**src/design/aabb_frustum_cull_core_assert.svh**
```systemverilog
// Assertion macros for the frustum cull core.
// Needs no other file; the modules that assert include it by name.
`ifndef AABB_FRUSTUM_CULL_CORE_ASSERT_SVH
`define AABB_FRUSTUM_CULL_CORE_ASSERT_SVH
`ifndef SYNTHESIS
`define AFC_ASSERT_IMPLY(lbl, clk, rst_n, ante, cons) \
    lbl: assert property (@(posedge clk) disable iff (!rst_n) (ante) |-> (cons)) \
        else $error("afc: same-cycle implication failed");
`define AFC_ASSERT_NEXT(lbl, clk, rst_n, ante, cons) \
    lbl: assert property (@(posedge clk) disable iff (!rst_n) (ante) |=> (cons)) \
        else $error("afc: next-cycle implication failed");
`define AFC_ASSERT_RESET(lbl, clk, rst_n, cons) \
    lbl: assert property (@(posedge clk) (!rst_n) |=> (cons)) \
        else $error("afc: reset value check failed");
`else
`define AFC_ASSERT_IMPLY(lbl, clk, rst_n, ante, cons)
`define AFC_ASSERT_NEXT(lbl, clk, rst_n, ante, cons)
`define AFC_ASSERT_RESET(lbl, clk, rst_n, cons)
`endif
`endif

```
**src/design/afc_pkg.sv**
```systemverilog
// Shared types and constants of the frustum cull core.
// No dependencies; every module of the core imports it.
`timescale 1ns / 1ps
package afc_pkg;

    localparam int NUM_PLANES  = 6;
    localparam int PLANE_COUNT = 6;
    localparam int PLANE_W     = 64;
    localparam int COEF_W      = 16;
    localparam int EDGE_W      = 11;
    localparam int CFG_IDX_W   = 3;
    localparam int HALF_Q14    = 8192;

    localparam logic [EDGE_W-1:0] EDGE_RESET = 11'd16;

    typedef enum logic [CFG_IDX_W-1:0] {
        CFG_PLANE_LEFT   = 3'd0,
        CFG_PLANE_RIGHT  = 3'd1,
        CFG_PLANE_BOTTOM = 3'd2,
        CFG_PLANE_TOP    = 3'd3,
        CFG_PLANE_NEAR   = 3'd4,
        CFG_PLANE_FAR    = 3'd5,
        CFG_CUBE_EDGE    = 3'd6
    } t_cfg_index;

    typedef struct packed {
        logic [NUM_PLANES-1:0][PLANE_W-1:0] planes;
        logic [EDGE_W-1:0]                  cube_edge;
    } t_afc_cfg;

endpackage

```
**src/design/afc_plane_unit.sv**
```systemverilog
// One plane's datapath: products, partial sums and the reject compare.
// Depends on afc_pkg. Stage enables come from the top-level ready chain.
`timescale 1ns / 1ps
module afc_plane_unit
    import afc_pkg::*;
(
    input  logic                     i_clk,
    input  logic                     i_en1,
    input  logic                     i_en2,
    input  logic [PLANE_W-1:0]       i_plane,
    input  logic [EDGE_W-1:0]        i_cube_edge,
    input  logic signed [COEF_W-1:0] i_x,
    input  logic signed [COEF_W-1:0] i_y,
    input  logic signed [COEF_W-1:0] i_z,
    output logic                     o_reject
);

    logic signed [COEF_W-1:0] w_a, w_b, w_c;
    logic [COEF_W-2:0]        w_a_pos, w_b_pos, w_c_pos;
    logic [COEF_W:0]          w_pos_sum;

    // stage 1 registers
    logic signed [31:0]       r_mx, r_my, r_mz;
    logic [27:0]              r_mk;
    logic [COEF_W-1:0]        r_d;

    // stage 2 registers
    logic signed [32:0]       r_p;
    logic signed [34:0]       r_q;

    logic signed [35:0]       w_sum;

    assign w_a = $signed(i_plane[15:0]);
    assign w_b = $signed(i_plane[31:16]);
    assign w_c = $signed(i_plane[47:32]);

    // The farthest corner along the normal adds the edge on every axis with a
    // positive coefficient; testing it alone decides all eight corners.
    assign w_a_pos   = w_a[COEF_W-1] ? '0 : w_a[COEF_W-2:0];
    assign w_b_pos   = w_b[COEF_W-1] ? '0 : w_b[COEF_W-2:0];
    assign w_c_pos   = w_c[COEF_W-1] ? '0 : w_c[COEF_W-2:0];
    assign w_pos_sum = {2'b00, w_a_pos} + {2'b00, w_b_pos} + {2'b00, w_c_pos};

    always_ff @(posedge i_clk) begin
        if (i_en1) begin
            r_mx <= w_a * i_x;
            r_my <= w_b * i_y;
            r_mz <= w_c * i_z;
            r_mk <= i_cube_edge * w_pos_sum;
            r_d  <= i_plane[63:48];
        end
    end

    always_ff @(posedge i_clk) begin
        if (i_en2) begin
            r_p <= {r_mx[31], r_mx} + {r_my[31], r_my};
            r_q <= {{3{r_mz[31]}}, r_mz} + {7'b0, r_mk}
                 + {{5{r_d[COEF_W-1]}}, r_d, 14'b0};
        end
    end

    // reject when the largest distance is below minus one half
    assign w_sum    = {{3{r_p[32]}}, r_p} + {r_q[34], r_q} + 36'(HALF_Q14);
    assign o_reject = w_sum[35];

endmodule

```
**config.mk**
```make
export PLATFORM = sky130hd
export DESIGN_NAME = afc_plane_unit
export DESIGN_NICKNAME = d
export VERILOG_FILES = /design/src/design/aabb_frustum_cull_core_assert.svh /design/src/design/afc_pkg.sv /design/src/design/afc_plane_unit.sv
export SDC_FILE = /design/constraint.sdc
export NUM_CORES = 2
export LEC_CHECK = 0
export BUFFER_PORTS_ARGS = -buffer_cell sky130_fd_sc_hd__buf_4
export CAP_MARGIN = 20
export CORE_MARGIN = 2
export CORE_UTILIZATION = 54
export CTS_BUF_LIST = sky130_fd_sc_hd__clkbuf_16
export DETAILED_ROUTE_END_ITERATION = 8
export PLACE_DENSITY = 0.71
export SYNTH_ARGS = -nofsm -noshare
export SYNTH_HDL_FRONTEND = slang
export SYNTH_SLANG_ARGS = --single-unit
```
**constraint.sdc**
```tcl
create_clock -name i_clk -period 17.61 [get_ports i_clk]
set_input_delay 2.6415 -clock i_clk [delete_from_list [all_inputs] [get_ports i_clk]]
set_output_delay 2.6415 -clock i_clk [all_outputs]
set_load 0.01 [all_outputs]
```
==> impl_metrics.toml <==
[status]
status = "completed"

[synth]
yosys_warnings = 0
synthCells = 4915
ys_ff_latch = 207
yosysMostFrequentCell = "inv_1"
syn_area_per_cell_sq_um = 9.681
synth_common_cells = "1,039 x inv_1, 952 x fa_1, 562 x nand2_1, 441 x ha_1, 408 x and2_1"
synth_top_cells_by_area = "fa_1 40%, edfxtp_1 13%, ha_1 12%"
yosysTopAreaCellShare_pct = 40.05
synth_ff_type = "edfxtp_1"
synth-edff-count = 207
synth_area_leader_cell = "fa_1"
syn_area_sq_mm = 0.04758
synth_nets = 6434
ys_seq_area_share_pct = 13.06
synthArstFlopShare_pct = 0
ys_types = 84

[global_routing]
grt_pass1_wl_mm = 189.4
antenna_found_initial = 6
grt_max_degree = 78
grt_overflow = 0
gr-usage-all-layers_pct = 26.84
grt_pass1_vias = 35172

[critical_path]
worst_ep_arrival_time_ns = 11.35
r2r_end = "r_q[25]"
cpMaxStageDelayCell = "xnor2_1"
critPathRequiredTime_ns = 17.87
critPathKind = "in2reg"
rr_startpoint = "r_mk[1]"
rrSetupSlack_ns = 13.76
crit_fanout = 31
critPathMostFrequentCell = "fa_1"
startpoint_type = "input pin"
endpoint_kind = "flop"
cpPeakStageDelay_ns = 0.70
worst_r2r_path_depth = 12

[timing]
hold_violations = 0
fin_crit_sh_pct = 62.99
setup_viol_count_final = 0
worst_pin_slew_ns = 1.085
grt_setup_unrepaired = "false"
relSlewSlack_pct = 27.42
max_freq_mhz = 90.15
holdWs_ns = 0.5374
drv_slew = 0
fin_skew_ns = 0.02398
fin_crit_ns = 11.09
finalSetupTns_ns = 0

[clock_tree]
htreeDepth = 1
numCtsBuffers = 20
clk_path_buf_depth = 3
cts-root-buf = "clkbuf_16"
hold_buffers = 0
cts_tree = "yes"
cts_setup_buffers = 0
clk_pin_slew_ns = 0.06
clock-sinks = 207
ctsResizeCount = 0
clock_latency_ns = 0.53

[floorplanning]
die_h_um = 300.9
rows = 108
coreArea_sq_mm = 0.08702
ioPinCount = 127
fp.dieArea_sq_mm = 0.09051
start_util_pct = 54.68
die_w_um = 300.9

[final_layout]
final_core_util_pct = 57.60
final_nets = 6446
area_growth_pct = 5.346
drive_above_1_share_pct = 3.805
nFillCells = 7635
n_antenna_cell = 0

[drt]
ant_nets = 0
wire_per_inst_um = 19.26
dr.pass1.iters = 5
routed_wl_mm = 117.4
dr_total_vias = 33451
drtIter0Drc = 2320
viasPerCell = 5.487
drc = 0

[placement]
gp_congestion = 0.9138
portBuffers = 126
dp_hpwl_mm = 96.47

[hold_path]
hp-start = "r_my[0]"
hold_path_class = "reg2reg"
holdPathEnd = "r_p[0]"
hold_path_depth = 1

[flow_run]
cap_violations = 0
-- layout by cell type, fill, tap and decap left out, types with 109 or more instances in the layout --
cell type  Yosys  layout
inv_1       1039    1046
fa_1         952     952
nand2_1      562     562
ha_1         441     441
and2_1       408     408
edfxtp_1     207     207
xnor2_1      164     162
a21oi_1      153     153
buf_4          0     138
nand2b_1     109     109
-- worst max path at each step --
stage	startpoint	to	slack (ns)	cells past startpoint
3_5_place_dp	i_plane[47]	r_mk[27]	5.99	33
3_3_place_gp	i_plane[47]	r_mk[27]	6.15	33
6_report	i_plane[47]	r_mk[27]	6.52	33
4_1_cts	i_plane[47]	r_mk[27]	6.53	33
5_1_grt	i_plane[47]	r_mk[27]	5.88	33
2_1_floorplan	i_plane[47]	r_mk[27]	7.18	34
-- through the flow --
stage	setup WS, ns	cell area, sq um	instances
finish	6.517	50130	6096
global route	5.885	50130	6096
CTS	6.528	50130	6096
detailed placement	5.993	49510	6060
global placement	6.150	49510	6060
floorplan	7.177	47580	4915
-- critical path, delay by kind of cell --
family / cells / cell delay, ns
AO/OA/AOI/OAI: 11 / 2.26
buffers and inverters: 5 / 0.52
AND/OR/NAND/NOR: 6 / 1.10
adder cells (fa/ha/maj): 9 / 4.03
XOR/XNOR: 2 / 0.78
-- layer usage --
| metal | part of all wire (%) | global-route usage (%) | vias to the layer above |
|---|---|---|---|
| met5 | 0.028 | 0 | - |
| met4 | 3.1 | 7.510 | 6 |
| met3 | 8.1 | 4.841 | 185 |
| met2 | 47 | 42.94 | 1137 |
| met1 | 42 | 37.70 | 16882 |
| li1 | - | - | 15241 |
-- final cells by class --
| cell class | instances | area (sq um) | share of cell area (%) |
|---|---|---|---|
| multi-input cells | 3520 | 36900 | 73.62 |
| clock inverters | 16 | 115.1 | 0.2296 |
| repair buffers | 139 | 1047 | 2.089 |
| inverters | 1039 | 3900 | 7.780 |
| well taps | 1155 | 1445 | 2.883 |
| flip-flops and latches | 207 | 6216 | 12.40 |
| clock buffers | 20 | 500.5 | 0.9984 |
-- flip-flops by register name, summed over array words and instances (netlist names) --
register  flops
r_d          16
r_mk         28
r_mx         32
r_my         32
r_mz         32
r_p          33
r_q          34
-- logic make-up after synthesis --
| group | count (synthesis) | share of synthesized area (%) |
|---|---|---|
| and+or+nand+nor | 1399 | 14.87 |
| adders and majority gates | 1393 | 51.65 |
| buffers and inverters | 1188 | 9.413 |
| AOI/OAI and AO/OA | 519 | 7.149 |
| DFF | 207 | 13.06 |
| xor gates and xnor gates | 206 | 3.792 |
| muxes | 3 | 0.06311 |
Power is left out: the tool's default activity adds up to more than one toggle a clock period on the data nets, which glitch-free logic cannot reach.
