[src/design/aabb_frustum_cull_core_assert.svh]
// Assertion macros for the frustum cull core.
// Needs no other file; the modules that assert include it by name.
`ifndef AABB_FRUSTUM_CULL_CORE_ASSERT_SVH
`define AABB_FRUSTUM_CULL_CORE_ASSERT_SVH
`ifndef SYNTHESIS
`define AFC_ASSERT_IMPLY(lbl, clk, rst_n, ante, cons) \
    lbl: assert property (@(posedge clk) disable iff (!rst_n) (ante) |-> (cons)) \
        else $error("afc: same-cycle implication failed");
`define AFC_ASSERT_NEXT(lbl, clk, rst_n, ante, cons) \
    lbl: assert property (@(posedge clk) disable iff (!rst_n) (ante) |=> (cons)) \
        else $error("afc: next-cycle implication failed");
`define AFC_ASSERT_RESET(lbl, clk, rst_n, cons) \
    lbl: assert property (@(posedge clk) (!rst_n) |=> (cons)) \
        else $error("afc: reset value check failed");
`else
`define AFC_ASSERT_IMPLY(lbl, clk, rst_n, ante, cons)
`define AFC_ASSERT_NEXT(lbl, clk, rst_n, ante, cons)
`define AFC_ASSERT_RESET(lbl, clk, rst_n, cons)
`endif
`endif

[src/design/afc_pkg.sv]
// Shared types and constants of the frustum cull core.
// No dependencies; every module of the core imports it.
`timescale 1ns / 1ps
package afc_pkg;

    localparam int NUM_PLANES  = 6;
    localparam int PLANE_COUNT = 6;
    localparam int PLANE_W     = 64;
    localparam int COEF_W      = 16;
    localparam int EDGE_W      = 11;
    localparam int CFG_IDX_W   = 3;
    localparam int HALF_Q14    = 8192;

    localparam logic [EDGE_W-1:0] EDGE_RESET = 11'd16;

    typedef enum logic [CFG_IDX_W-1:0] {
        CFG_PLANE_LEFT   = 3'd0,
        CFG_PLANE_RIGHT  = 3'd1,
        CFG_PLANE_BOTTOM = 3'd2,
        CFG_PLANE_TOP    = 3'd3,
        CFG_PLANE_NEAR   = 3'd4,
        CFG_PLANE_FAR    = 3'd5,
        CFG_CUBE_EDGE    = 3'd6
    } t_cfg_index;

    typedef struct packed {
        logic [NUM_PLANES-1:0][PLANE_W-1:0] planes;
        logic [EDGE_W-1:0]                  cube_edge;
    } t_afc_cfg;

endpackage

[src/design/afc_cfg_regs.sv]
// Configuration register file: six packed planes and the cube edge.
// Depends on afc_pkg.
`timescale 1ns / 1ps
module afc_cfg_regs
    import afc_pkg::*;
(
    input  logic                 i_clk,
    input  logic                 i_rst_n,
    input  logic                 i_cfg_valid,
    input  logic [CFG_IDX_W-1:0] i_cfg_index,
    input  logic [PLANE_W-1:0]   i_cfg_data,
    output t_afc_cfg             o_cfg
);

    logic [NUM_PLANES-1:0][PLANE_W-1:0] r_planes;
    logic [EDGE_W-1:0]                  r_cube_edge;

    always_ff @(posedge i_clk) begin
        if (!i_rst_n) begin
            r_planes    <= '0;
            r_cube_edge <= EDGE_RESET;
        end else if (i_cfg_valid) begin
            case (t_cfg_index'(i_cfg_index))
                CFG_PLANE_LEFT:   r_planes[0] <= i_cfg_data;
                CFG_PLANE_RIGHT:  r_planes[1] <= i_cfg_data;
                CFG_PLANE_BOTTOM: r_planes[2] <= i_cfg_data;
                CFG_PLANE_TOP:    r_planes[3] <= i_cfg_data;
                CFG_PLANE_NEAR:   r_planes[4] <= i_cfg_data;
                CFG_PLANE_FAR:    r_planes[5] <= i_cfg_data;
                CFG_CUBE_EDGE:    r_cube_edge <= i_cfg_data[EDGE_W-1:0];
                default: begin
                    // drop writes to unused indexes
                end
            endcase
        end
    end

    assign o_cfg.planes    = r_planes;
    assign o_cfg.cube_edge = r_cube_edge;

endmodule

[config.mk]
export PLATFORM = sky130hd
export DESIGN_NAME = afc_cfg_regs
export DESIGN_NICKNAME = d
export VERILOG_FILES = /design/src/design/aabb_frustum_cull_core_assert.svh /design/src/design/afc_pkg.sv /design/src/design/afc_cfg_regs.sv
export SDC_FILE = /design/constraint.sdc
export NUM_CORES = 1
export LEC_CHECK = 0
export BUFFER_PORTS_ARGS = -buffer_cell sky130_fd_sc_hd__buf_2
export CORE_MARGIN = 2
export CORE_UTILIZATION = 40
export CTS_BUF_LIST = sky130_fd_sc_hd__clkbuf_2
export DETAILED_ROUTE_END_ITERATION = 16
export GPL_TIMING_DRIVEN = 0
export PLACE_DENSITY = 0.76
export SKIP_LAST_GASP = 1
export SLEW_MARGIN = 15
export SYNTH_ARGS = -nofsm -noshare
export SYNTH_HDL_FRONTEND = slang
export SYNTH_SLANG_ARGS = --single-unit
[constraint.sdc]
create_clock -name i_clk -period 2.3 [get_ports i_clk]
set_input_delay 0.46 -clock i_clk [delete_from_list [all_inputs] [get_ports i_clk]]
set_output_delay 0.46 -clock i_clk [all_outputs]
set_load 0.02 [all_outputs]
==> results of run 1 <==
-- flip-flops by register name (all words and copies together) (netlist names) --
signal and count:
r_cube_edge 11, o_cfg 384
-- kinds of logic after synthesis --
logic type | after synthesis
flops | 395
simple gates | 467
buf+inv | 94
mux | 395
-- path summary, 6_finish.rpt --
check	endpoint	cells past startpoint	startpoint	slack (ns)
max	o_cfg[140]	1	o_cfg[140]	0.19
min	r_cube_edge[4]	4	i_cfg_data[4]	0.24
max reg2reg	o_cfg[173]	2	o_cfg[173]	1.61
min reg2reg	o_cfg[42]	2	o_cfg[42]	0.46
-- power by group through the flow --
stage,clock [mW],combinational [mW],sequential [mW]
CTS,4.67,1.21,7.07
global route,5.04,1.28,7.09
global placement,0,1.10,7.22
floorplan,0,0.479,7.40
detailed placement,0,1.12,7.22
finish,4.58,1.21,7.07
-- per-stage QoR --
stage	total power [mW]	instances
6_report	12.9	2508
5_1_grt	13.4	2508
4_1_cts	12.9	2503
3_5_place_dp	8.34	2275
3_3_place_gp	8.32	2275
2_1_floorplan	7.88	1351
-- cell usage in the layout (no fill, tap or decap), types with 7 or more instances in the layout --
| cell | Yosys | layout |
|---|---|---|
| clkbuf_1 | 36 | 36 |
| dlygate4sd3_1 | 0 | 69 |
| clkbuf_2 | 0 | 135 |
| mux2i_1 | 395 | 395 |
| buf_6 | 30 | 30 |
| nand2_1 | 458 | 458 |
| buf_12 | 7 | 7 |
| clkinv_1 | 0 | 16 |
| buf_4 | 7 | 7 |
| buf_2 | 12 | 475 |
| dfxtp_1 | 395 | 395 |
-- Yosys cell counts --
library cell / instances / area, µm²
nand2_1: 458 / 1720
clkbuf_1: 36 / 135
nand4bb_1: 3 / 33.8
buf_6: 30 / 338
buf_2: 12 / 60.1
buf_12: 7 / 140
nor4b_4: 1 / 23.8
nand4b_1: 3 / 26.3
buf_1: 2 / 7.51
nor2b_1: 2 / 12.5
dfxtp_1: 395 / 7910
buf_4: 7 / 52.6
mux2i_1: 395 / 3950
-- timing repair --
action | CTS | global route
hold buffers | 69 | 0
buffers inserted | 0 | 0
hold endpoints to repair | 391 | 0
-- layer usage --
layer	wire length, µm	vias to the layer above
met2	22300	539
li1	-	5779
met4	2190	0
met3	3410	144
met5	0	-
met1	19000	5879
-- area by class of cell --
type / instances / area, µm² / share of cell area, %
diodes: 5 / 12.5 / 0.0664
plain buffers: 94 / 733 / 3.89
clock buffers: 135 / 676 / 3.59
clock inverters: 24 / 154 / 0.817
multi-input cells: 862 / 5770 / 30.6
flip-flops and latches: 395 / 7910 / 42.0
well taps: 461 / 577 / 3.06
repair buffers: 532 / 3010 / 16.0
==> impl_metrics.env, run 1 <==
export IMPL_clkPwrFrac_pct=35.6
export IMPL_p_sw_mw=3.65
export IMPL_ant_nets=0
export IMPL_clk_pin_slew_ns=0.11
export IMPL_final_nets=2051
export IMPL_grt_use_met2_pct=40.6
export IMPL_arrival_ns=1.65
export IMPL_synth_nets=1421
export IMPL_cts_max_level=3
export IMPL_grt_max_degree=14
export IMPL_drv_slew=0
export IMPL_clock_sinks=395
export IMPL_power_density_nw_per_um2=683
export IMPL_drive_gt1_share_pct=32.5
export IMPL_worstMarginPinSlew_ns=0.766
export IMPL_finalClockSkew_ns=0
export IMPL_drv_cap=0
export IMPL_crit_type="reg2out"
export IMPL_num_vias=12300
export IMPL_area_delta_synth_final_pct=30.7
export IMPL_avgSynthCellArea_um2=10.7
export IMPL_cellLeakagePower_nw=10.7
export IMPL_crit_path_end_kind="output pin"
export IMPL_final_fill_count=3110
export IMPL_finalCritPeriodShare_pct=91.5
export IMPL_place_gp_congestion=0.890
export IMPL_wl_mm=46.9
export IMPL_fmaxAchievable_ghz=0.475
export IMPL_place_ws_ns=0.198
export IMPL_critical_path_max_stage_delay_ns=0.41
export IMPL_slew_headroom_pct=48.9
export IMPL_grt_pass1_wl_mm=71.3
export IMPL_synth_top_family_by_area="multiplexers"
export IMPL_crit_family="flip-flops"
export IMPL_worstSetupStartpointType="register"
export IMPL_wl_per_cell_um=18.7
export IMPL_drc=0
export IMPL_first_pass_iters=5
export IMPL_hpwl_mm=33.4
export IMPL_netlist_area_um2=14400
export IMPL_io_pins=465
export IMPL_combinationalPowerShare_pct=9.4
export IMPL_grt_use_met3_pct=6.98
export IMPL_dieArea_um2=37600
export IMPL_synth_fa_ha_area_share_pct=0
export IMPL_track_usage_pct=24.3
export IMPL_ys_seq_area_share_pct=54.9
export IMPL_grt_pass1_vias=12600
export IMPL_cp_slowest_cell="dfxtp_1"
export IMPL_final_util_pct=53.1
export IMPL_ir_drop_mv=0.395
export IMPL_rows=69
export IMPL_sw_frac_of_total_pct=28.4
export IMPL_status="complete, no violations"
export IMPL_synth_xor_area_share_pct=0
export IMPL_clockBufferDepth=3
export IMPL_post_dp_cell_area_um2=17300
export IMPL_fin_crit_ns=2.11
export IMPL_syn_inst=1351
export IMPL_tns_ns=0
export IMPL_clk_latency_ns=0.94
export IMPL_die_h_um=194
export IMPL_cts_tree="yes"
export IMPL_avgViaCountPerCell=4.92
export IMPL_root_buffer="clkbuf_2"
export IMPL_cts_buffers=96
export IMPL_synth_simple_area_share_pct=12.6
export IMPL_drtIter0Drc=475
export IMPL_start_util_pct=40.6
export IMPL_synth_compound_area_share_pct=0
export IMPL_numPortBuffers=463
export IMPL_path_buf_inv=1
export IMPL_hold_class="in2reg"
export IMPL_cts_resized_gates=0
export IMPL_holdWs_ns=0.237
export IMPL_yosysUniqueCellTypes=13
export IMPL_grt_busiest_layer="met2"
export IMPL_setup_viol=0
export IMPL_die_x_um=194
export IMPL_worstPathRequired_ns=1.84
export IMPL_muxShareOfSynthArea_pct=27.4
export IMPL_rsz0062_at_grt="false"
export IMPL_grt_ovfl_total=0
export IMPL_yosys_warnings=0
export IMPL_finalHoldViolations=0
export IMPL_worstPathMaxFanout=2
export IMPL_p_seq_share_pct=55.0
export IMPL_fin_area_um2=18800
export IMPL_core_um2=35500
export IMPL_grtUsageMet1_pct=28.4
export IMPL_fin_ws_ns=0.195
export IMPL_path_cells="buf_2"
export IMPL_p_int_mw=9.21
export IMPL_ys_seq_elements=395
export IMPL_antenna_found_initial=3
Power figures use the tool's default switching activity.
==> run 2: changes to the inputs <==
--- a/config.mk
+++ b/config.mk
@@ -5,13 +5,14 @@
 export SDC_FILE = /design/constraint.sdc
 export NUM_CORES = 1
 export LEC_CHECK = 0
+export ABC_AREA = 1
 export BUFFER_PORTS_ARGS = -buffer_cell sky130_fd_sc_hd__buf_2
 export CORE_MARGIN = 2
 export CORE_UTILIZATION = 40
 export CTS_BUF_LIST = sky130_fd_sc_hd__clkbuf_2
 export DETAILED_ROUTE_END_ITERATION = 16
 export GPL_TIMING_DRIVEN = 0
-export PLACE_DENSITY = 0.76
+export PLACE_DENSITY = 0.75
 export SKIP_LAST_GASP = 1
 export SLEW_MARGIN = 15
 export SYNTH_ARGS = -nofsm -noshare
==> run 2 against run 1 <==
Compared with the run above:
- power is 8.9% higher
- register-to-register slack worse by 0.48 ns
- core utilization is 1.3 points lower
- clock power is 3% higher
- clock skew stayed put
- area after synthesis is 11% higher
- first-iteration DRC count grew to 3.1 times the previous value
- critical path depth stayed put
- worst hold slack better by 0.20 ns
- wire length is 28% higher
- clock-buffer cell count is 7 higher
- non-clock buffer count is 76 higher
- critical path type unchanged
- highest routed layer unchanged
==> impl_metrics.env, run 2 <==
export IMPL_layout_area_seq_um2=7910
export IMPL_power_density_nw_per_um2=684
export IMPL_final_common_cell="nor2_1"
export IMPL_rsz0062_at_grt="false"
export IMPL_syn_inst=2227
export IMPL_crit_type="reg2out"
export IMPL_p_sw_mw=4.41
export IMPL_worstPathMaxFanout=2
export IMPL_cts_max_level=3
export IMPL_drc=0
export IMPL_crit_path_end_kind="output pin"
export IMPL_synth_xor_area_share_pct=0
export IMPL_cts_tree="yes"
export IMPL_avgViaCountPerCell=5.00
export IMPL_worstSetupStartpointType="register"
export IMPL_core_um2=39500
export IMPL_status="complete, no violations"
export IMPL_final_cell_mix="nor2_1 (792), buf_2 (540), nand2_1 (399)"
export IMPL_clk_pin_slew_ns=0.09
export IMPL_synth_top_area_cell="dfxtp_1"
export IMPL_p_seq_share_pct=51.4
export IMPL_cts_buffers=101
export IMPL_root_buffer="clkbuf_2"
export IMPL_synth_edff_count=0
export IMPL_hpwl_mm=42.5
export IMPL_multi_input_area_um2=6550
export IMPL_largest_reg_flops=384
export IMPL_arrival_ns=1.60
export IMPL_clkPwrFrac_pct=33.6
export IMPL_drv_cap=0
export IMPL_netlist_area_um2=15900
export IMPL_die_x_um=204
export IMPL_synth_nets=2297
export IMPL_path_cells="buf_2"
export IMPL_num_vias=17300
export IMPL_wl_mm=60.0
export IMPL_grt_max_degree=14
export IMPL_drtIter0Drc=1475
export IMPL_drv_slew=0
export IMPL_place_gp_congestion=0.864
export IMPL_synth_compound_area_share_pct=0.0314
export IMPL_finalClockSkew_ns=0
export IMPL_start_util_pct=40.3
export IMPL_yosysTopAreaCellShare_pct=49.7
export IMPL_synth_simple_area_share_pct=41.1
export IMPL_path_buf_inv=1
export IMPL_fin_crit_ns=2.06
export IMPL_die_h_um=204
export IMPL_final_fill_count=3833
export IMPL_crit_family="flip-flops"
export IMPL_setup_viol=0
export IMPL_synth_fa_ha_area_share_pct=0
export IMPL_area_delta_synth_final_pct=28.5
export IMPL_holdWs_ns=0.437
export IMPL_worstMarginPinSlew_ns=1.20
export IMPL_synth_top_family_by_area="simple AND/OR/NAND/NOR gates"
export IMPL_ant_nets=0
export IMPL_rows=73
export IMPL_synth_flop_cell="dfxtp_1"
export IMPL_drive_gt1_share_pct=26.3
export IMPL_cp_slowest_cell="dfxtp_1"
export IMPL_fin_ws_ns=0.236
export IMPL_critical_path_max_stage_delay_ns=0.41
export IMPL_slew_headroom_pct=20.2
export IMPL_grt_ovfl_total=0
export IMPL_antenna_found_initial=1
export IMPL_yosys_warnings=0
export IMPL_ys_seq_elements=395
export IMPL_combinationalPowerShare_pct=14.9
export IMPL_async_reset_ff_share_pct=0
export IMPL_cellLeakagePower_nw=10.4
export IMPL_wl_per_cell_um=17.4
export IMPL_io_pins=465
export IMPL_synthTopCellsByCount="nor2_1 (792), nand2_1 (399), dfxtp_1 (395), nand3_1 (395), buf_2 (77)"
export IMPL_grt_pass1_vias=16100
export IMPL_worstPathRequired_ns=1.84
export IMPL_sw_frac_of_total_pct=31.5
export IMPL_synth_area_top_cells="dfxtp_1 (50%), nor2_1 (19%), nand3_1 (12%)"
export IMPL_track_usage_pct=28.2
export IMPL_numPortBuffers=463
export IMPL_clockBufferDepth=3
export IMPL_avgSynthCellArea_um2=7.15
export IMPL_ys_seq_area_share_pct=49.7
export IMPL_total_power_mw=14.0
export IMPL_final_nets=2936
export IMPL_muxShareOfSynthArea_pct=0
export IMPL_synth_most_common_cell="nor2_1"
export IMPL_fmaxAchievable_ghz=0.485
export IMPL_first_pass_iters=5
export IMPL_finalHoldViolations=0
export IMPL_clock_sinks=395
export IMPL_grt_pass1_wl_mm=89.5
export IMPL_finalCritPeriodShare_pct=89.7
export IMPL_dieArea_um2=41400
export IMPL_hold_class="in2reg"
export IMPL_p_int_mw=9.60
export IMPL_ir_drop_mv=0.394
export IMPL_place_ws_ns=-0.219
export IMPL_clk_latency_ns=0.99
export IMPL_yosysUniqueCellTypes=15
## run 2: cell types whose count changed in the layout (fill, tap and decap cells not counted), sizes merged, moves of 57 or more
| cell | delta |
|---|---|
| buf | +85 |
| inv | +70 |
| mux2i | -395 |
| nand2 | -57 |
| nand3 | +395 |
| nor2 | +799 |
## run 2: through the flow
stage | cell area (µm²) | utilization (%) | setup TNS (ns) | std cells
global placement | 18900 | 47.8 | -2.05 | 3215
global route | 20500 | 51.7 | 0 | 3448
finish | 20500 | 51.8 | 0 | 3452
detailed placement | 18900 | 47.8 | -1.64 | 3215
CTS | 20500 | 51.7 | 0 | 3446
floorplan | 15900 | - | 0 | 2227
## run 2: cell type report
| type | count | share of cell area, % |
|---|---|---|
| sequential | 395 | 38.6 |
| clock buffer | 142 | 3.47 |
| tap | 525 | 3.21 |
| clock inverter | 16 | 0.562 |
| buffer | 166 | 5.86 |
| inverter | 70 | 1.28 |
| timing repair buffer | 536 | 14.9 |
| antenna | 6 | 0.0733 |
| multi-input combinational | 1596 | 32.0 |
## run 2: repair_timing
item	4_1_cts	5_1_grt
endpoints found under the hold margin	395	0
resized for setup	0	0
hold buffers	73	0
buffers inserted	0	0
## run 2: worst paths after layout
path	start	end	slack (ns)	depth (start not counted)
min	i_cfg_data[63]	o_cfg[74]	0.44	6
min reg2reg	o_cfg[254]	o_cfg[254]	0.48	2
max	o_cfg[228]	o_cfg[228]	0.24	1
max reg2reg	r_cube_edge[4]	r_cube_edge[4]	1.13	3
## run 2: cell families after synthesis
kind of cell           after synthesis
and+or+nand+nor                   1595
DFF                                395
AOI/OAI and AO/OA                    1
buffers and inverters              236
## run 2: layer usage
layer / vias to the layer above / GRT usage, % / share of wire (%)
met3: 190 / 7.17 / 10
met2: 965 / 44.7 / 44
li1: 8248 / - / -
met1: 7852 / 35.1 / 41
met5: - / 0 / 0
met4: 0 / 15.3 / 4.8
## run 2: power groups by stage
stage	Clock, mW	Sequential (mW)	Combinational, mW
after floorplan	0	7.64	0.961
final	4.71	7.21	2.09
after global routing	5.13	7.23	2.27
after detailed placement	0	7.36	1.97
after global placement	0	7.35	1.94
after CTS	4.77	7.20	2.06
